## src/sv/sprite_frame_sequencer_macros.svh

```systemverilog
// ----------------------------------------------------------------------------
// Sprite frame sequencer assertion macros
// Concurrent assertion wrappers; they compile to nothing under SYNTHESIS.
// ----------------------------------------------------------------------------
`ifndef SPRITE_FRAME_SEQUENCER_MACROS_SVH
`define SPRITE_FRAME_SEQUENCER_MACROS_SVH

`ifndef SYNTHESIS
// same-cycle implication
`define SFS_ASSERT_IMPL(lbl, clk, rst_n, ante, cons) \
    lbl: assert property (@(posedge clk) disable iff (!(rst_n)) (ante) |-> (cons)) \
        else $error("sprite_frame_sequencer: assertion failed");
// next-cycle implication
`define SFS_ASSERT_NEXT(lbl, clk, rst_n, ante, cons) \
    lbl: assert property (@(posedge clk) disable iff (!(rst_n)) (ante) |=> (cons)) \
        else $error("sprite_frame_sequencer: assertion failed");
`else
`define SFS_ASSERT_IMPL(lbl, clk, rst_n, ante, cons)
`define SFS_ASSERT_NEXT(lbl, clk, rst_n, ante, cons)
`endif

`endif

```

## src/sv/sfs_pkg.sv

```systemverilog
// ----------------------------------------------------------------------------
// Sprite frame sequencer package
// Shared types, command and register codes, and default sizes.
// ----------------------------------------------------------------------------
package sfs_pkg;

    // default sizes
    localparam int MAX_FRAMES_DEF = 64;
    localparam int DELAY_BITS_DEF = 16;

    // fixed field widths
    localparam int CMD_W     = 2;
    localparam int US_W      = 16;
    localparam int SLOT_W    = 6;
    localparam int DMS_W     = 16;
    localparam int FRAME_W   = 6;
    localparam int LOOPS_W   = 16;
    localparam int SPEED_W   = 16;
    localparam int FCNT_W    = 7;
    localparam int TIMER_W   = 32;
    localparam int PROD_W    = US_W + SPEED_W;
    localparam int SPEED_FRAC = 8;
    localparam int INC_W     = PROD_W - SPEED_FRAC;
    localparam int CNT_W     = 5;               // counts TIMER_W remainder steps
    localparam int US_PER_MS = 1000;
    localparam int US_PER_MS_W = 10;

    // configuration port
    localparam int APB_AW = 4;
    localparam int APB_DW = 32;

    localparam logic [SPEED_W-1:0] SPEED_RESET = 16'd256;
    localparam logic [LOOPS_W-1:0] LOOPS_RESET = 16'd1;
    localparam logic [FCNT_W-1:0]  FCNT_RESET  = 7'd1;

    typedef enum logic [CMD_W-1:0] {
        CMD_TICK    = 2'd0,
        CMD_WRITE   = 2'd1,
        CMD_RESTART = 2'd2,
        CMD_NONE    = 2'd3
    } t_cmd;

    typedef enum logic [1:0] {
        REG_SPEED  = 2'd0,
        REG_LOOPS  = 2'd1,
        REG_FCOUNT = 2'd2,
        REG_UNUSED = 2'd3
    } t_reg;

    typedef enum logic [2:0] {
        S_IDLE,
        S_MUL,
        S_ADD,
        S_RD,
        S_DLY,
        S_CMP,
        S_MOD,
        S_OUT
    } t_state;

endpackage

```

## src/sv/sfs_ram.sv

```systemverilog
// ----------------------------------------------------------------------------
// Generic single-port-write RAM
// One write port, one read port with registered read data.
// ----------------------------------------------------------------------------
module sfs_ram #(
    parameter int WIDTH = 16,
    parameter int DEPTH = 64
) (
    input  logic                     i_clk,
    input  logic                     i_we,
    input  logic [$clog2(DEPTH)-1:0] i_waddr,
    input  logic [WIDTH-1:0]         i_wdata,
    input  logic [$clog2(DEPTH)-1:0] i_raddr,
    output logic [WIDTH-1:0]         o_rdata
);

    logic [WIDTH-1:0] r_mem [DEPTH];
    logic [WIDTH-1:0] r_rdata;

    // write and registered read
    always_ff @(posedge i_clk) begin
        if (i_we) begin
            r_mem[i_waddr] <= i_wdata;
        end
        r_rdata <= r_mem[i_raddr];
    end

    assign o_rdata = r_rdata;

endmodule

```

## src/sv/sprite_frame_sequencer.sv

```systemverilog
// ----------------------------------------------------------------------------
// Sprite frame sequencer
// Steps an animation by elapsed time scaled by a Q8.8 speed, with looping.
// ----------------------------------------------------------------------------
//  channel  | direction | handshake             | transaction
//  ---------+-----------+-----------------------+------------------------------
//  in       | input     | i_in_valid / o_in_stall  | tick, delay write, restart
//  out      | output    | o_out_valid / i_out_stall| frame, loop status
//  cfg      | input     | APB psel/penable/pwrite  | speed, loop limit, frames
//
// A tick runs a multiply and an add, then a table read, delay scaling and
// compare per frame stepped over; a held last frame is then drained by the
// bit-serial remainder unit. Other items go straight to the output state.
// Reset is synchronous; the delay table is not cleared and needs no sweep.
// Input is stalled while an item is in work; a result waits in the output
// register while the output side stalls.
// ----------------------------------------------------------------------------
`include "sprite_frame_sequencer_macros.svh"

module sprite_frame_sequencer import sfs_pkg::*; #(
    parameter int MAX_FRAMES = MAX_FRAMES_DEF,
    parameter int DELAY_BITS = DELAY_BITS_DEF
) (
    input  logic               i_clk,
    input  logic               i_rst_n,
    // input channel
    input  logic               i_in_valid,
    output logic               o_in_stall,
    input  logic [CMD_W-1:0]   i_cmd,
    input  logic [US_W-1:0]    i_elapsed_us,
    input  logic [SLOT_W-1:0]  i_slot,
    input  logic [DMS_W-1:0]   i_delay_ms,
    // output channel
    output logic               o_out_valid,
    input  logic               i_out_stall,
    output logic [FRAME_W-1:0] o_frame_index,
    output logic               o_loop_ended,
    output logic [LOOPS_W-1:0] o_loops_left,
    output logic               o_finished,
    // configuration port
    input  logic               psel,
    input  logic               penable,
    input  logic               pwrite,
    input  logic [APB_AW-1:0]  paddr,
    input  logic [APB_DW-1:0]  pwdata,
    output logic [APB_DW-1:0]  prdata,
    output logic               pready
);

    localparam int AW   = $clog2(MAX_FRAMES);
    localparam int DUSW = DELAY_BITS + US_PER_MS_W;
    localparam int CW   = ((DUSW > TIMER_W + 1) ? DUSW : TIMER_W + 1) + 1;

    // configuration registers
    logic [SPEED_W-1:0] r_speed;
    logic [LOOPS_W-1:0] r_loop_limit;
    logic [FCNT_W-1:0]  r_frame_count;

    // playback state
    t_state             r_state, n_state;
    logic [TIMER_W-1:0] r_timer;
    logic [AW-1:0]      r_frame;
    logic [LOOPS_W-1:0] r_rem_loops;
    logic               r_ended;
    logic               r_hold;

    // work registers
    logic [US_W-1:0]    r_elapsed;
    logic [INC_W-1:0]   r_inc;
    logic [DUSW-1:0]    r_dus;
    logic [TIMER_W-1:0] r_rem;
    logic [CNT_W-1:0]   r_cnt;

    // output register
    logic               r_out_valid;
    logic [FRAME_W-1:0] r_out_frame;
    logic               r_out_ended;
    logic [LOOPS_W-1:0] r_out_loops;
    logic               r_out_finished;

    logic               w_accept;
    logic               w_out_free;
    logic               w_cfg_wr;
    t_reg               w_reg;
    t_cmd               w_cmd;
    logic               w_ram_we;
    logic [DELAY_BITS-1:0] w_ram_rdata;
    logic [PROD_W-1:0]  w_prod;
    logic [DELAY_BITS-1:0] w_dly_eff;
    logic [DUSW-1:0]    w_dus;
    logic [FCNT_W-1:0]  w_fc_eff;
    logic [AW-1:0]      w_last;
    logic [LOOPS_W-1:0] w_restart_loops;
    logic [LOOPS_W-1:0] w_wr_loops;

    // shared add/subtract unit
    logic [CW-1:0]      u_a, u_b, u_res;
    logic               u_sub, u_lt;

    assign w_cmd      = t_cmd'(i_cmd);
    assign w_reg      = t_reg'(paddr[3:2]);
    assign w_accept   = i_in_valid && !o_in_stall;
    assign w_out_free = !r_out_valid || !i_out_stall;
    assign w_cfg_wr   = psel && penable && pwrite && pready;

    // last frame in use, frame count clamped to 1..MAX_FRAMES
    assign w_fc_eff = (r_frame_count == '0) ? FCNT_W'(1) : r_frame_count;
    assign w_last   = (32'(w_fc_eff) > MAX_FRAMES) ? AW'(MAX_FRAMES - 1)
                                                   : AW'(w_fc_eff - FCNT_W'(1));

    assign w_restart_loops = (r_loop_limit == '0) ? LOOPS_W'(1) : r_loop_limit;
    assign w_wr_loops      = (pwdata[LOOPS_W-1:0] == '0) ? LOOPS_W'(1)
                                                         : pwdata[LOOPS_W-1:0];

    // tick increment product and scaled frame delay
    assign w_prod    = PROD_W'(r_elapsed) * PROD_W'(r_speed);
    assign w_dly_eff = (w_ram_rdata == '0) ? DELAY_BITS'(1) : w_ram_rdata;
    assign w_dus     = DUSW'(w_dly_eff) * DUSW'(US_PER_MS);

    assign u_res = u_a + (u_b ^ {CW{u_sub}}) + CW'(u_sub);
    assign u_lt  = u_res[CW-1];

    // delay table
    sfs_ram #(
        .WIDTH (DELAY_BITS),
        .DEPTH (MAX_FRAMES)
    ) u_delay_ram (
        .i_clk   (i_clk),
        .i_we    (w_ram_we),
        .i_waddr (AW'(i_slot)),
        .i_wdata (DELAY_BITS'(i_delay_ms)),
        .i_raddr (r_frame),
        .o_rdata (w_ram_rdata)
    );

    // next state
    always_comb begin
        n_state = r_state;
        unique case (r_state)
            S_IDLE: begin
                if (w_accept) begin
                    n_state = (w_cmd == CMD_TICK) ? S_MUL : S_OUT;
                end
            end
            S_MUL: n_state = S_ADD;
            S_ADD: n_state = S_RD;
            S_RD:  n_state = S_DLY;
            S_DLY: n_state = r_hold ? S_MOD : S_CMP;
            S_CMP: n_state = u_lt ? S_OUT : S_RD;
            S_MOD: begin
                if (r_cnt == '0) begin
                    n_state = S_OUT;
                end
            end
            S_OUT: begin
                if (w_out_free) begin
                    n_state = S_IDLE;
                end
            end
            default: n_state = S_IDLE;
        endcase
    end

    // state outputs: handshake, table write, shared unit operands
    always_comb begin
        o_in_stall = (r_state != S_IDLE);
        w_ram_we   = 1'b0;
        u_a        = CW'(r_timer);
        u_b        = CW'(r_dus);
        u_sub      = 1'b1;
        unique case (r_state)
            S_IDLE: begin
                w_ram_we = w_accept && (w_cmd == CMD_WRITE) && (32'(i_slot) < MAX_FRAMES);
            end
            S_ADD: begin
                u_b   = CW'(r_inc);
                u_sub = 1'b0;
            end
            S_MOD: begin
                u_a = CW'({r_rem, r_timer[TIMER_W-1]});
            end
            default: begin
            end
        endcase
    end

    always_ff @(posedge i_clk) begin
        if (!i_rst_n) begin
            r_state <= S_IDLE;
        end else begin
            r_state <= n_state;
        end
    end

    // playback state and configuration
    always_ff @(posedge i_clk) begin
        if (!i_rst_n) begin
            r_speed       <= SPEED_RESET;
            r_loop_limit  <= LOOPS_RESET;
            r_frame_count <= FCNT_RESET;
            r_timer       <= '0;
            r_frame       <= '0;
            r_rem_loops   <= LOOPS_RESET;
            r_ended       <= 1'b0;
            r_hold        <= 1'b0;
        end else begin
            unique case (r_state)
                S_IDLE: begin
                    if (w_accept) begin
                        r_ended <= 1'b0;
                        r_hold  <= 1'b0;
                        if (w_cmd == CMD_RESTART) begin
                            r_timer     <= '0;
                            r_frame     <= '0;
                            r_rem_loops <= w_restart_loops;
                        end
                    end
                end
                S_ADD: begin
                    // saturate on carry out of the timer width
                    r_timer <= u_res[TIMER_W] ? '1 : u_res[TIMER_W-1:0];
                end
                S_CMP: begin
                    if (!u_lt) begin
                        if (r_rem_loops == '0) begin
                            // no loops left: hold last frame, drain by remainder
                            r_frame <= w_last;
                            r_hold  <= 1'b1;
                        end else begin
                            r_timer <= u_res[TIMER_W-1:0];
                            if (r_frame < w_last) begin
                                r_frame <= r_frame + AW'(1);
                            end else begin
                                r_ended <= 1'b1;
                                if (r_rem_loops >= LOOPS_W'(2)) begin
                                    r_rem_loops <= r_rem_loops - LOOPS_W'(1);
                                    r_frame     <= '0;
                                end else begin
                                    r_rem_loops <= '0;
                                    r_frame     <= w_last;
                                end
                            end
                        end
                    end
                end
                S_MOD: begin
                    if (r_cnt == '0) begin
                        r_timer <= u_lt ? u_a[TIMER_W-1:0] : u_res[TIMER_W-1:0];
                    end else begin
                        r_timer <= {r_timer[TIMER_W-2:0], 1'b0};
                    end
                end
                default: begin
                end
            endcase

            if (w_cfg_wr) begin
                unique case (w_reg)
                    REG_SPEED:  r_speed <= pwdata[SPEED_W-1:0];
                    REG_LOOPS: begin
                        r_loop_limit <= pwdata[LOOPS_W-1:0];
                        r_rem_loops  <= w_wr_loops;
                    end
                    REG_FCOUNT: r_frame_count <= pwdata[FCNT_W-1:0];
                    default: begin
                    end
                endcase
            end
        end
    end

    // work registers: latched input, increment, scaled delay, remainder
    always_ff @(posedge i_clk) begin
        if (w_accept) begin
            r_elapsed <= i_elapsed_us;
        end
        if (r_state == S_MUL) begin
            r_inc <= w_prod[PROD_W-1:SPEED_FRAC];
        end
        if (r_state == S_DLY) begin
            r_dus <= w_dus;
        end
        if (r_state == S_CMP) begin
            r_rem <= '0;
            r_cnt <= CNT_W'(TIMER_W - 1);
        end
        if (r_state == S_MOD) begin
            r_rem <= u_lt ? u_a[TIMER_W-1:0] : u_res[TIMER_W-1:0];
            r_cnt <= r_cnt - CNT_W'(1);
        end
    end

    // output register
    always_ff @(posedge i_clk) begin
        if (!i_rst_n) begin
            r_out_valid <= 1'b0;
        end else if (r_state == S_OUT && w_out_free) begin
            r_out_valid <= 1'b1;
        end else if (!i_out_stall) begin
            r_out_valid <= 1'b0;
        end
    end

    always_ff @(posedge i_clk) begin
        if (r_state == S_OUT && w_out_free) begin
            r_out_frame    <= FRAME_W'(r_frame);
            r_out_ended    <= r_ended;
            r_out_loops    <= r_rem_loops;
            r_out_finished <= (r_rem_loops == '0);
        end
    end

    assign o_out_valid   = r_out_valid;
    assign o_frame_index = r_out_frame;
    assign o_loop_ended  = r_out_ended;
    assign o_loops_left  = r_out_loops;
    assign o_finished    = r_out_finished;

    // register readback
    always_comb begin
        unique case (w_reg)
            REG_SPEED:  prdata = APB_DW'(r_speed);
            REG_LOOPS:  prdata = APB_DW'(r_loop_limit);
            REG_FCOUNT: prdata = APB_DW'(r_frame_count);
            default:    prdata = '0;
        endcase
    end

    assign pready = 1'b1;

    // checks; the hold flag only matters while a tick is in work
    `SFS_ASSERT_NEXT(a_accept_starts_work, i_clk, i_rst_n, w_accept, r_state != S_IDLE)
    `SFS_ASSERT_IMPL(a_hold_no_loops, i_clk, i_rst_n, r_hold && r_state != S_IDLE, r_rem_loops == '0)
    `SFS_ASSERT_IMPL(a_delay_nonzero, i_clk, i_rst_n, r_state == S_CMP, r_dus != '0)
    `SFS_ASSERT_IMPL(a_rem_below_div, i_clk, i_rst_n, r_state == S_MOD, CW'(r_rem) < CW'(r_dus))
    `SFS_ASSERT_NEXT(a_out_load, i_clk, i_rst_n, r_state == S_OUT && w_out_free, o_out_valid && r_state == S_IDLE)

endmodule

```

## config.mk

```make
export PLATFORM = sky130hd
export DESIGN_NAME = sprite_frame_sequencer
export DESIGN_NICKNAME = d
export VERILOG_FILES = /design/src/sv/sfs_pkg.sv /design/src/sv/sfs_ram.sv /design/src/sv/sprite_frame_sequencer.sv
export VERILOG_INCLUDE_DIRS = /design/src /design/src/sv
export SDC_FILE = /design/constraint.sdc
export NUM_CORES = 2
export LEC_CHECK = 0
export BUFFER_PORTS_ARGS = -buffer_cell sky130_fd_sc_hd__clkbuf_2
export CAP_MARGIN = 15
export CORE_UTILIZATION = 65
export DETAILED_ROUTE_END_ITERATION = 7
export MAX_ROUTING_LAYER = met4
export PLACE_DENSITY = 0.82
export SETUP_SLACK_MARGIN = 0.5
export SLEW_MARGIN = 40
export SYNTH_ARGS = -nofsm -noshare
export SYNTH_HDL_FRONTEND = slang
export SYNTH_SLANG_ARGS = --single-unit
export TNS_END_PERCENT = 5
```

## constraint.sdc

```tcl
create_clock -name i_clk -period 10.9 [get_ports i_clk]
set_clock_uncertainty 0.1 [all_clocks]
set_input_delay 1.09 -clock i_clk [delete_from_list [all_inputs] [get_ports i_clk]]
set_output_delay 1.09 -clock i_clk [all_outputs]
set_load 0.05 [all_outputs]
```

==> impl_metrics.json <==
{
  "outcome": "finished, final reports clean",
  "worstPathMaxFanout": 16,
  "place_congestion": 0.931,
  "synth_area_leaders": "edfxtp_1 55%, mux4_2 12%, fa_1 7.9%",
  "cts_tree": "yes",
  "worst_pin_slew_ns": 0.854,
  "firstDrtPassIters": 5,
  "crit_type": "reg -> reg",
  "grt_pass1_wl_um": 249000,
  "drc": 0,
  "crit_chain": "nand2_1 > fa_1 > inv_1 > fa_1 > inv_1 > fa_1 > inv_1 > fa_1 > fa_1 > inv_1 > fa_1 > inv_1 > ha_1 > or4_1 > or3_1 > a21oi_1 > nor2_1 > a21o_1 > a31oi_1 > o311a_1 > a21oi_1 > a21o_1 > a21oi_1 > xnor2_1",
  "final_max_slew_viol_count": 0,
  "final_hold_viol_count": 0,
  "clkTransAtPathRegs_ns": 0.06,
  "ys_types": 83,
  "syn_area_um2": 62600,
  "crit_end": "r_inc[23]$_DFFE_PP_",
  "grt_max_degree": 75,
  "ys_seq_elements": 1263,
  "num_rows": 113,
  "htreeDepth": 3,
  "crit_path_start": "r_elapsed[7]$_DFFE_PP_",
  "dp_hpwl_um": 97000,
  "setup_slack_ns": 3.37,
  "post-place-ws_ns": 3.39,
  "grt-ovfl-total": 0,
  "synth.most_common_cell": "edfxtp_1",
  "ys.flop_type": "edfxtp_1",
  "cp-start-kind": "flop",
  "die_h_um": 312,
  "setup_tns_ns": 0,
  "r2r_start": "r_elapsed[7]$_DFFE_PP_",
  "core_um2": 95200,
  "synthTopCellsByCount": "1148 x edfxtp_1, 442 x nand2_1, 370 x inv_1",
  "drv_cap": 0,
  "slowest_delay_ns": 0.85,
  "port_buffers": 106,
  "die_w_um": 312,
  "clock_latency_ns": 0.72,
  "hp-class": "reg -> reg",
  "ctsResizeCount": 0,
  "io_pins": 142,
  "fmax_ghz": 0.133,
  "final_layout_size_suffix_gt1_share_pct": 17.5,
  "reg2reg_depth": 24,
  "nets": 4847,
  "totalWireLength_um": 167000,
  "synth_top_area_share_pct": 55.1,
  "antenna_found_initial": 5,
  "numCtsBuffers": 119,
  "hold_path_startpoint": "r_ended$_SDFFE_PN0P_",
  "avgViaCountPerCell": 6.70,
  "clockRootBuffer": "clkbuf_16",
  "relSlewSlack_pct": 43.0,
  "cts.sinks": 1263,
  "syn_inst": 4185,
  "cpMaxStageDelayCell": "edfxtp_1",
  "critPathCaptureType": "flop",
  "p_leak_uw": 0.0245,
  "fillers": 5615,
  "fin_crit_sh_pct": 69.1,
  "wire_per_inst_um": 29.4,
  "start_util_pct": 65.8,
  "postCtsHoldBufs": 0,
  "track_usage_pct": 36.2,
  "yosysTopAreaCell": "edfxtp_1",
  "seq_area_um2": 36800,
  "multi_input_area_um2": 23700,
  "p_per_area_nw_per_um2": 180,
  "min_period_ns": 7.53,
  "ant_nets": 0,
  "r2r_end": "r_inc[23]$_DFFE_PP_",
  "synth-edff-count": 1148,
  "async_reset_ff_share_pct": 0,
  "die-area_um2": 97500,
  "grt_pass1_vias": 38800,
  "cp.arrival_ns": 7.88,
  "syn_area_per_cell_um2": 15.0,
  "vias": 38100,
  "drt-initial-drc-count": 4901,
  "r2r_slack_ns": 3.37,
  "clk_path_buf_depth": 3,
  "seq_area_frac_synth_pct": 58.8,
  "irDropWorstVdd_v": 0.000267,
  "post-cts-setup-buffers": 0,
  "cp.required_ns": 11.25,
  "setup_violations": 0,
  "yosys_warnings": 0,
  "rsz0062_at_grt": "no",
  "crit_top_cell": "fa_1",
  "synthToLayoutAreaGrowth_pct": 9.66
}
==> per-stage QoR <==
| stage | cells | util (%) | hold slack [ns] | power [µW] | instance area (µm²) |
|---|---|---|---|---|---|
| 2_1_floorplan | 4200 | - | 0.308 | 7560 | 62600 |
| 3_3_place_gp | 5457 | 68.0 | 0.323 | 8220 | 64700 |
| 3_5_place_dp | 5458 | 68.1 | 0.329 | 8260 | 64800 |
| 4_1_cts | 5676 | 72.1 | 0.339 | 12300 | 68600 |
| 5_1_grt | 5681 | 72.1 | 0.357 | 12800 | 68600 |
| 6_report | 5682 | 72.1 | 0.344 | 12300 | 68600 |
==> placed cells by master (no fill, tap or decap), drive strengths merged, types with 15 or more instances in the layout <==
cell and instances:
edfxtp 1148, nand2 442, inv 375, mux4 336
clkbuf 252, fa 246, nor2 214, ha 204
a21oi 152, and2 129, dfxtp 115, o21ai 104
buf 102, xnor2 57, clkinv 50, mux2i 41
nand3 38, nor3 32, a22oi 24, xor2 23
a31oi 22, and3 21, a21o 20, o211ai 17
conb 17, a221o 15
==> worst min-delay path by stage <==
stage                        endpoint  slack [ns]  cells past startpoint
6_report       o_loop_ended$_DFFE_PP_        0.34                      0
5_1_grt        o_loop_ended$_DFFE_PP_        0.36                      0
4_1_cts        o_loop_ended$_DFFE_PP_        0.34                      0
3_5_place_dp   o_loop_ended$_DFFE_PP_        0.33                      0
3_3_place_gp   o_loop_ended$_DFFE_PP_        0.32                      0
2_1_floorplan  o_loop_ended$_DFFE_PP_        0.31                      0
==> kinds of logic (layout without fill, tap and decap cells) <==
family                     count (synthesis)  count (layout)  share of synthesized area, %
AOI/OAI and AO/OA                        457             457                          4.68
xor gates and xnor gates                  80              80                          1.12
adders and majority gates                450             450                          11.9
buffers and inverters                    586             797                          3.64
DFF                                     1263            1263                          58.8
muxes                                    378             378                          12.8
other                                      2              23                        0.0120
and+or+nand+nor                          969             969                          7.07
==> metal layers <==
layer | GRT usage [%] | share of wire, % | wire (µm)
met1 | 43.4 | 34 | 57000
met3 | 5.98 | 9.4 | 15700
met2 | 59.8 | 51 | 85400
met5 | - | 0 | 0
met4 | 17.7 | 5.4 | 9060
==> final cells by class <==
cell class	instances	area share (%)
sequential	1263	53.6
multi-input combinational	2351	34.5
clock buffer	146	4.59
tap	1265	2.31
inverter	371	2.03
timing repair buffer	208	2.00
clock inverter	72	0.946
antenna	6	0.0219
==> where the power goes <==
part / internal [µW] / total [µW] / switching [µW]
Sequential: 5490 / 5670 / 180
Clock: 2230 / 4120 / 1890
Combinational: 898 / 2560 / 1660
Total: 8610 / 12300 / 3730
==> critical path: cells and delay by family, from the launching register on <==
kind,cells,cell delay [ns]
buffers and inverters,5,0.26
AND/OR/NAND/NOR,4,1.13
flip-flops,1,0.85
XOR/XNOR,1,0.09
AO/OA/AOI/OAI,7,1.58
adder cells (fa/ha/maj),7,3.25
==> flip-flops by register name, summed over array words and instances, names as in the netlist, 23 cells and up <==
name / cells
r_rem: 32
r_inc: 24
u_delay_ram.r_mem: 1024
r_dus: 23
r_timer: 32
Power figures use the tool's default switching activity.
